**src/rtl/rtsm_pkg.sv**
```systemverilog
// ----------------------------------------------------------------------------
// rtsm_pkg
// Shared types and constants for the three-wire serial clock-chip master.
// ----------------------------------------------------------------------------
package rtsm_pkg;

    // Sequencer phases
    typedef enum logic [2:0] {
        PH_IDLE    = 3'd0,
        PH_START   = 3'd1,
        PH_TX_HI   = 3'd2,
        PH_TX_LO   = 3'd3,
        PH_RELEASE = 3'd4,
        PH_RX_HI   = 3'd5,
        PH_RX_LO   = 3'd6,
        PH_DONE    = 3'd7
    } phase_t;

    // Action codes carried by each request
    localparam logic [1:0] ACT_TICK  = 2'd0;
    localparam logic [1:0] ACT_READ  = 2'd1;
    localparam logic [1:0] ACT_WRITE = 2'd2;

    localparam logic [7:0] HALF_PERIOD_RESET = 8'd100;
    localparam logic [3:0] LAST_BYTE_BIT     = 4'd7;
    localparam logic [3:0] LAST_FRAME_BIT    = 4'd15;

    typedef struct packed {
        logic [1:0] action;
        logic [7:0] command;
        logic [7:0] write_data;
        logic       io_in;
    } item_t;

    typedef struct packed {
        logic       chip_enable;
        logic       serial_clock;
        logic       io_out;
        logic       io_drive;
        logic       busy;
        logic       done;
        logic [7:0] read_value;
    } result_t;

endpackage

```
**src/rtl/rtsm_engine.sv**
```systemverilog
// ----------------------------------------------------------------------------
// rtsm_engine
// Transaction sequencer state and its one-tick update; the result reflects
// the state after the update.
// ----------------------------------------------------------------------------
module rtsm_engine
(
    input  logic               clk,
    input  logic               rst_n,
    input  logic               step,
    input  rtsm_pkg::item_t    item,
    input  logic [7:0]         half_period,
    output rtsm_pkg::result_t  result
);

    rtsm_pkg::phase_t phase_reg, phase_next;
    logic [3:0] bit_index_reg, bit_index_next;
    logic [7:0] tx_shift_reg, tx_shift_next;
    logic [7:0] data_hold_reg, data_hold_next;
    logic [7:0] rx_shift_reg, rx_shift_next;
    logic [7:0] tick_count_reg, tick_count_next;
    logic       is_write_reg, is_write_next;
    logic [7:0] last_value_reg, last_value_next;

    logic [7:0] half;
    logic       half_done;
    logic [3:0] hi_nib;
    logic [7:0] bcd_val;

    always_ff @(posedge clk or negedge rst_n)
    begin
        if (!rst_n)
        begin
            phase_reg      <= rtsm_pkg::PH_IDLE;
            bit_index_reg  <= '0;
            tx_shift_reg   <= '0;
            data_hold_reg  <= '0;
            rx_shift_reg   <= '0;
            tick_count_reg <= '0;
            is_write_reg   <= 1'b0;
            last_value_reg <= '0;
        end
        else if (step)
        begin
            phase_reg      <= phase_next;
            bit_index_reg  <= bit_index_next;
            tx_shift_reg   <= tx_shift_next;
            data_hold_reg  <= data_hold_next;
            rx_shift_reg   <= rx_shift_next;
            tick_count_reg <= tick_count_next;
            is_write_reg   <= is_write_next;
            last_value_reg <= last_value_next;
        end
    end

    // high nibble * 10 + low nibble
    assign hi_nib  = rx_shift_reg[7:4];
    assign bcd_val = ({1'b0, hi_nib, 3'b000} + {3'b000, hi_nib, 1'b0})
                   + {4'b0000, rx_shift_reg[3:0]};

    always_comb
    begin
        half            = (half_period == 8'd0) ? 8'd1 : half_period;
        half_done       = (tick_count_reg >= half);
        phase_next      = phase_reg;
        bit_index_next  = bit_index_reg;
        tx_shift_next   = tx_shift_reg;
        data_hold_next  = data_hold_reg;
        rx_shift_next   = rx_shift_reg;
        tick_count_next = tick_count_reg;
        is_write_next   = is_write_reg;
        last_value_next = last_value_reg;

        unique case (phase_reg)
            rtsm_pkg::PH_IDLE, rtsm_pkg::PH_DONE:
            begin
                if (item.action == rtsm_pkg::ACT_READ || item.action == rtsm_pkg::ACT_WRITE)
                begin
                    is_write_next   = (item.action == rtsm_pkg::ACT_WRITE);
                    tx_shift_next   = item.command;
                    data_hold_next  = item.write_data;
                    rx_shift_next   = '0;
                    bit_index_next  = '0;
                    phase_next      = rtsm_pkg::PH_START;
                    tick_count_next = 8'd1;
                end
                else
                begin
                    phase_next      = rtsm_pkg::PH_IDLE;
                    tick_count_next = '0;
                end
            end
            rtsm_pkg::PH_START:
            begin
                phase_next      = rtsm_pkg::PH_TX_HI;
                tick_count_next = 8'd1;
            end
            rtsm_pkg::PH_TX_HI:
            begin
                if (half_done)
                begin
                    phase_next      = rtsm_pkg::PH_TX_LO;
                    tick_count_next = 8'd1;
                end
                else
                    tick_count_next = tick_count_reg + 8'd1;
            end
            rtsm_pkg::PH_TX_LO:
            begin
                if (!half_done)
                    tick_count_next = tick_count_reg + 8'd1;
                else if (bit_index_reg == rtsm_pkg::LAST_BYTE_BIT && !is_write_reg)
                begin
                    bit_index_next  = '0;
                    phase_next      = rtsm_pkg::PH_RELEASE;
                    tick_count_next = 8'd1;
                end
                else if (bit_index_reg >= rtsm_pkg::LAST_FRAME_BIT)
                begin
                    bit_index_next  = '0;
                    phase_next      = rtsm_pkg::PH_DONE;
                    tick_count_next = 8'd1;
                end
                else
                begin
                    if (bit_index_reg == rtsm_pkg::LAST_BYTE_BIT)
                        tx_shift_next = data_hold_reg;
                    else
                        tx_shift_next = {1'b0, tx_shift_reg[7:1]};
                    bit_index_next  = bit_index_reg + 4'd1;
                    phase_next      = rtsm_pkg::PH_TX_HI;
                    tick_count_next = 8'd1;
                end
            end
            rtsm_pkg::PH_RELEASE:
            begin
                rx_shift_next   = rx_shift_reg | ({7'd0, item.io_in} << bit_index_reg[2:0]);
                phase_next      = rtsm_pkg::PH_RX_HI;
                tick_count_next = 8'd1;
            end
            rtsm_pkg::PH_RX_HI:
            begin
                if (half_done)
                begin
                    phase_next      = rtsm_pkg::PH_RX_LO;
                    tick_count_next = 8'd1;
                end
                else
                    tick_count_next = tick_count_reg + 8'd1;
            end
            rtsm_pkg::PH_RX_LO:
            begin
                if (!half_done)
                    tick_count_next = tick_count_reg + 8'd1;
                else if (bit_index_reg >= rtsm_pkg::LAST_BYTE_BIT)
                begin
                    last_value_next = bcd_val;
                    bit_index_next  = '0;
                    phase_next      = rtsm_pkg::PH_DONE;
                    tick_count_next = 8'd1;
                end
                else
                begin
                    // sample lands at the incremented bit position
                    bit_index_next  = bit_index_reg + 4'd1;
                    rx_shift_next   = rx_shift_reg
                                    | ({7'd0, item.io_in} << bit_index_next[2:0]);
                    phase_next      = rtsm_pkg::PH_RX_HI;
                    tick_count_next = 8'd1;
                end
            end
        endcase

        result.chip_enable  = (phase_next != rtsm_pkg::PH_IDLE)
                            && (phase_next != rtsm_pkg::PH_DONE);
        result.serial_clock = (phase_next == rtsm_pkg::PH_TX_HI)
                            || (phase_next == rtsm_pkg::PH_RX_HI);
        result.io_drive     = (phase_next == rtsm_pkg::PH_START)
                            || (phase_next == rtsm_pkg::PH_TX_HI)
                            || (phase_next == rtsm_pkg::PH_TX_LO);
        result.io_out       = result.io_drive & tx_shift_next[0];
        result.busy         = result.chip_enable;
        result.done         = (phase_next == rtsm_pkg::PH_DONE);
        result.read_value   = last_value_next;
    end

endmodule

```
**src/rtl/three_wire_rtc_serial_master_core.sv**
```systemverilog
// ----------------------------------------------------------------------------
// three_wire_rtc_serial_master_core
// Tick-driven master for a three-wire serial clock chip.
// ----------------------------------------------------------------------------
// Each request is one system tick: action 0 or 3 just advances time, 1 starts
// a read, 2 starts a write (starts are ignored while busy). A transaction
// raises chip_enable, clocks the command byte out LSB first with one
// half period of clock high and one of clock low per bit, then either sends
// write_data the same way or releases the data pin and samples the eight bits of
// io_in, one before each rising edge. The byte read comes back as high nibble * 10 +
// low nibble on read_value; done_res pulses for one tick at the end. Every
// request yields exactly one result, showing pin levels after that tick.
// Rate: one request per clock cycle unless out_ready stalls the output; a
// request passes the input register, then the sequencer update into the result register.
// The half period in ticks is set by cfg_wr_en/cfg_wr_data (reset 100,
// zero acts as one); write it only while no transaction is running.
// ----------------------------------------------------------------------------
module three_wire_rtc_serial_master_core
(
    input  logic       clk,
    input  logic       rst_n,

    input  logic       cfg_wr_en,
    input  logic [7:0] cfg_wr_data,

    input  logic       in_valid,
    output logic       in_ready,
    input  logic [1:0] action,
    input  logic [7:0] command,
    input  logic [7:0] write_data,
    input  logic       io_in,

    output logic       out_valid,
    input  logic       out_ready,
    output logic       chip_enable,
    output logic       serial_clock,
    output logic       io_out,
    output logic       io_drive,
    output logic       busy_res,
    output logic       done_res,
    output logic [7:0] read_value
);

    logic              in_vld_reg;
    rtsm_pkg::item_t   item_reg;
    logic              out_vld_reg;
    rtsm_pkg::result_t res_reg;
    rtsm_pkg::result_t res_next;
    logic [7:0]        half_reg;
    logic              advance;

    // request moves from input register into the result register
    assign advance  = in_vld_reg && (!out_vld_reg || out_ready);
    assign in_ready = !in_vld_reg || advance;

    always_ff @(posedge clk or negedge rst_n)
    begin
        if (!rst_n)
            half_reg <= rtsm_pkg::HALF_PERIOD_RESET;
        else if (cfg_wr_en)
            half_reg <= cfg_wr_data;
    end

    always_ff @(posedge clk or negedge rst_n)
    begin
        if (!rst_n)
        begin
            in_vld_reg  <= 1'b0;
            out_vld_reg <= 1'b0;
        end
        else
        begin
            if (in_ready)
                in_vld_reg <= in_valid;
            if (advance)
                out_vld_reg <= 1'b1;
            else if (out_ready)
                out_vld_reg <= 1'b0;
        end
    end

    // payload registers, no reset
    always_ff @(posedge clk)
    begin
        if (in_valid && in_ready)
        begin
            item_reg.action     <= action;
            item_reg.command    <= command;
            item_reg.write_data <= write_data;
            item_reg.io_in      <= io_in;
        end
        if (advance)
            res_reg <= res_next;
    end

    rtsm_engine u_engine
    (
        .clk         (clk),
        .rst_n       (rst_n),
        .step        (advance),
        .item        (item_reg),
        .half_period (half_reg),
        .result      (res_next)
    );

    assign out_valid    = out_vld_reg;
    assign chip_enable  = res_reg.chip_enable;
    assign serial_clock = res_reg.serial_clock;
    assign io_out       = res_reg.io_out;
    assign io_drive     = res_reg.io_drive;
    assign busy_res     = res_reg.busy;
    assign done_res     = res_reg.done;
    assign read_value   = res_reg.read_value;

`ifndef ASSERT_OFF
    // data driven only when the pin is owned
    a_io_needs_drive: assert property (@(posedge clk) disable iff (!rst_n)
        out_vld_reg && io_out |-> io_drive)
        else $error("io_out high without io_drive");

    // serial clock only pulses inside an enabled frame
    a_sclk_in_frame: assert property (@(posedge clk) disable iff (!rst_n)
        out_vld_reg && serial_clock |-> chip_enable)
        else $error("serial_clock high with chip_enable low");

    // the done pulse comes with enable already dropped
    a_done_idle_pins: assert property (@(posedge clk) disable iff (!rst_n)
        out_vld_reg && done_res |-> !chip_enable && !io_drive)
        else $error("done_res with pins still active");

    // a stalled result keeps the queued request in place
    a_hold_on_stall: assert property (@(posedge clk) disable iff (!rst_n)
        out_vld_reg && !out_ready && in_vld_reg |=> in_vld_reg && $stable(item_reg))
        else $error("queued request lost under output stall");
`endif

endmodule
```
**config.mk**
```make
export PLATFORM = sky130hd
export DESIGN_NAME = three_wire_rtc_serial_master_core
export DESIGN_NICKNAME = d
export VERILOG_FILES = /design/src/rtl/rtsm_pkg.sv /design/src/rtl/rtsm_engine.sv /design/src/rtl/three_wire_rtc_serial_master_core.sv
export SDC_FILE = /design/constraint.sdc
export NUM_CORES = 1
export LEC_CHECK = 0
export BUFFER_PORTS_ARGS = -buffer_cell sky130_fd_sc_hd__buf_2
export CAP_MARGIN = 20
export CORE_ASPECT_RATIO = 1.4
export CORE_MARGIN = 4
export CORE_UTILIZATION = 25
export DETAILED_ROUTE_END_ITERATION = 10
export PLACE_DENSITY = 0.38
export SETUP_SLACK_MARGIN = 0.05
export SLEW_MARGIN = 30
export SYNTH_ARGS = -nofsm -noshare
export SYNTH_HDL_FRONTEND = slang
export SYNTH_SLANG_ARGS = --single-unit
```
**constraint.sdc**
```tcl
create_clock -name clk -period 3.2 [get_ports clk]
set_clock_uncertainty 0.05 [all_clocks]
set_input_delay 0.16 -clock clk [delete_from_list [all_inputs] [get_ports clk]]
set_output_delay 0.16 -clock clk [all_outputs]
set_load 0.01 [all_outputs]
```
==> metrics.csv <==
stage,metric,value,unit
status,outcome,"finished, final reports clean",
placement,io_buffers,47,
placement,hpwlAfterDp,7.19,mm
critical_path,critPathArrivalTime,2.89,ns
yosys,synth_compound_area_frac,0.142,
routing,wl,9.96,mm
critical_path,crit_fanout,10,
critical_path,rr_startpoint,half_reg[6]$_DFFE_PN1P_,
cells_and_area,drive_gt1_frac,0.222,
critical_path,crit_path_start_kind,flop,
placement,gp_congestion,0.748,
min_path,whs_endpoint,out_valid$_DFFE_PN0P_,
floorplan,core,17500,um2
power_and_ir_drop,cellPowerDensity,611,nW/um2
yosys,synth_edf_count,32,
clock_network,cts_tree,done,
sta,max_freq,353,MHz
routing,drt_iter0_markers,127,
global_routing,antenna_found_initial,0,
cells_and_area,fin_area,5590,um2
min_path,whs_path_depth,3,
yosys,postSynthAreaPerCell,11.0,um2
critical_path,endpoint_kind,flop,
clock_network,cts_sinks,90,
sta,period_share,0.886,
global_routing,grt_pass1_wl,17.0,mm
min_path,hold_start,out_ready,
cells_and_area,antenna_cells,0,
yosys,synth_flop_cell,dfrtp_1,
sta,finalSetupViolations,0,
clock_network,clock_path_buffers,2,
critical_path,rr_worst_depth,8,
clock_network,clock_latency,0.35,ns
floorplan,num_rows,57,
floorplan,dieArea,20300,um2
yosys,ys_seq_elements,90,
yosys,synthMuxAreaShare,0.0620,
flow_run,max-cap-violations,0,
sta,hold_viol,0,
cells_and_area,largest_reg_flops,19,
yosys,synthAdderAreaFrac,0.0586,
floorplan,fp.dieW,122,um
yosys,synthCells,410,
clock_network,clkTransAtPathRegs,0.07,ns
clock_network,cts_max_level,3,
routing,vias_per_cell,4.43,
routing,num_vias,3226,
floorplan,die_h,167,um
critical_path,rrSetupSlack,0.36,ns
global_routing,overflow,0,
global_routing,grt_max_degree,28,
global_routing,grt_pass1_vias,3349,
cells_and_area,final_cell_mix,"66 x nand2_1, 55 x dfrtp_1, 47 x buf_2, 42 x o21ai_0, 32 x edfxtp_1",
cells_and_area,layout_commonest_cell,nand2_1,
routing,wl_per_cell,13.7,um
sta,maxSlewHeadroom,0.445,
yosys,yosys_warnings,0,
global_routing,track_usage,0.105,
yosys,ys_seq_area_frac,0.534,
power_and_ir_drop,peakVddDrop,0.235,mV
yosys,synth-xor-area-share,0.0213,
yosys,ys_types,64,
power_and_ir_drop,leakage,2.41,nW
cells_and_area,fin_util,0.319,
yosys,synth_top_family_by_area,simple AND/OR/NAND/NOR gates,
critical_path,required,3.25,ns
critical_path,crit_path_start,half_reg[6]$_DFFE_PN1P_,
cells_and_area,nNetsFinal,539,
yosys,synth_area,4520,um2
floorplan,ioPinCount,48,
yosys,async_flop_share,0.644,
sta,fin_tns_setup,0,ns
clock_network,cts_root_buffer,clkbuf_16,
sta,drv_slew,0,
sta,rsz0062_at_grt,false,
min_path,hold_path.class,input port to flop,
yosys,synthesis.nets,462,
routing,drc_errors,0,
floorplan,start_util,0.258,
routing,drt_pass1_iterations,4,
placement,placed_area,5010,um2
routing,ant_nets,0,
cells_and_area,synthToLayoutAreaGrowth,23.6,%
yosys,synth-simple-area-share,0.152,
critical_path,r2r-end,read_value[6]$_DFFE_PP_,
critical_path,crit_type,flop to flop,
sta,min_period,2.84,ns
clock_network,numCtsBuffers,9,
sta,tightest_slew,0.832,ns
-- power by group --
part	internal [mW]	switching [mW]	total [mW]	leakage [nW]
clock	0.604	0.457	1.06	0.143
sequential	1.40	0.166	1.57	1.07
combinational	0.368	0.421	0.789	1.20
total	2.37	1.04	3.42	2.41
-- cells in the mapped netlist (7+ instances only) --
master	instances	share of area
nor2_1	21	0.017
nand2_1	66	0.055
inv_1	13	0.011
a22oi_1	7	0.012
edfxtp_1	32	0.21
o21ai_0	42	0.046
mux2_2	10	0.025
dfrtp_1	55	0.30
a21oi_1	14	0.015
ha_1	18	0.050
-- metal layers --
layer / up-vias / GRT usage / routed length, um
met5: - / 0 / 0
met4: 0 / 0.0488 / 243
met3: 13 / 0.0206 / 387
met2: 65 / 0.166 / 4670
met1: 1528 / 0.138 / 4650
li1: 1620 / - / -
-- layout make-up --
type / count / area, um2
flip-flops and latches: 90 / 2420
fillers: 1850 / 12000
well taps: 236 / 295
inverters: 15 / 58.8
clock buffers: 9 / 225
clock inverters: 7 / 68.8
multi-input cells: 291 / 1970
repair buffers: 80 / 556
-- how the worst max path moves through the flow --
stage,endpoint,slack (ns),cells past startpoint
2_1_floorplan,io_out$_DFFE_PP_,0.74,10
3_5_place_dp,read_value[0]$_DFFE_PP_,0.40,8
4_1_cts,read_value[6]$_DFFE_PP_,0.37,8
5_1_grt,serial_clock$_DFFE_PP_,0.14,10
3_3_place_gp,read_value[6]$_DFFE_PP_,0.47,8
6_report,read_value[6]$_DFFE_PP_,0.36,8
-- worst max-delay path, stage by stage (launching register included) --
cell      delay (ns)
dfstp_2         0.53
nor4_1          0.05
a41o_1          0.24
ha_1            0.27
a31oi_1         0.06
nor2b_1         0.25
o21ai_2         0.17
a21boi_2        0.54
mux2_2          0.40
-- kinds of logic after synthesis --
logic type | after synthesis
AO/OA/AOI/OAI | 100
XOR/XNOR | 11
adder cells (fa/ha/maj) | 20
buffers and inverters | 29
flip-flops | 90
multiplexers | 23
AND/OR/NAND/NOR | 137
-- metrics by stage --
stage          worst slack, ns  cells  hold slack [ns]  power, mW
5_1_grt                  0.140    728           0.0910       3.64
3_3_place_gp             0.468    683           0.0234       2.36
3_5_place_dp             0.403    683           0.0230       2.36
2_1_floorplan            0.735    410           -0.186       2.14
4_1_cts                  0.372    728           0.0471       3.47
6_report                 0.363    728           0.0599       3.42
-- timing repair --
item,4_1_cts,5_1_grt
resized for setup,0,0
hold buffers,29,0
buffers inserted,0,0
hold endpoints to repair,38,0
(Power assumes the default switching activity.)
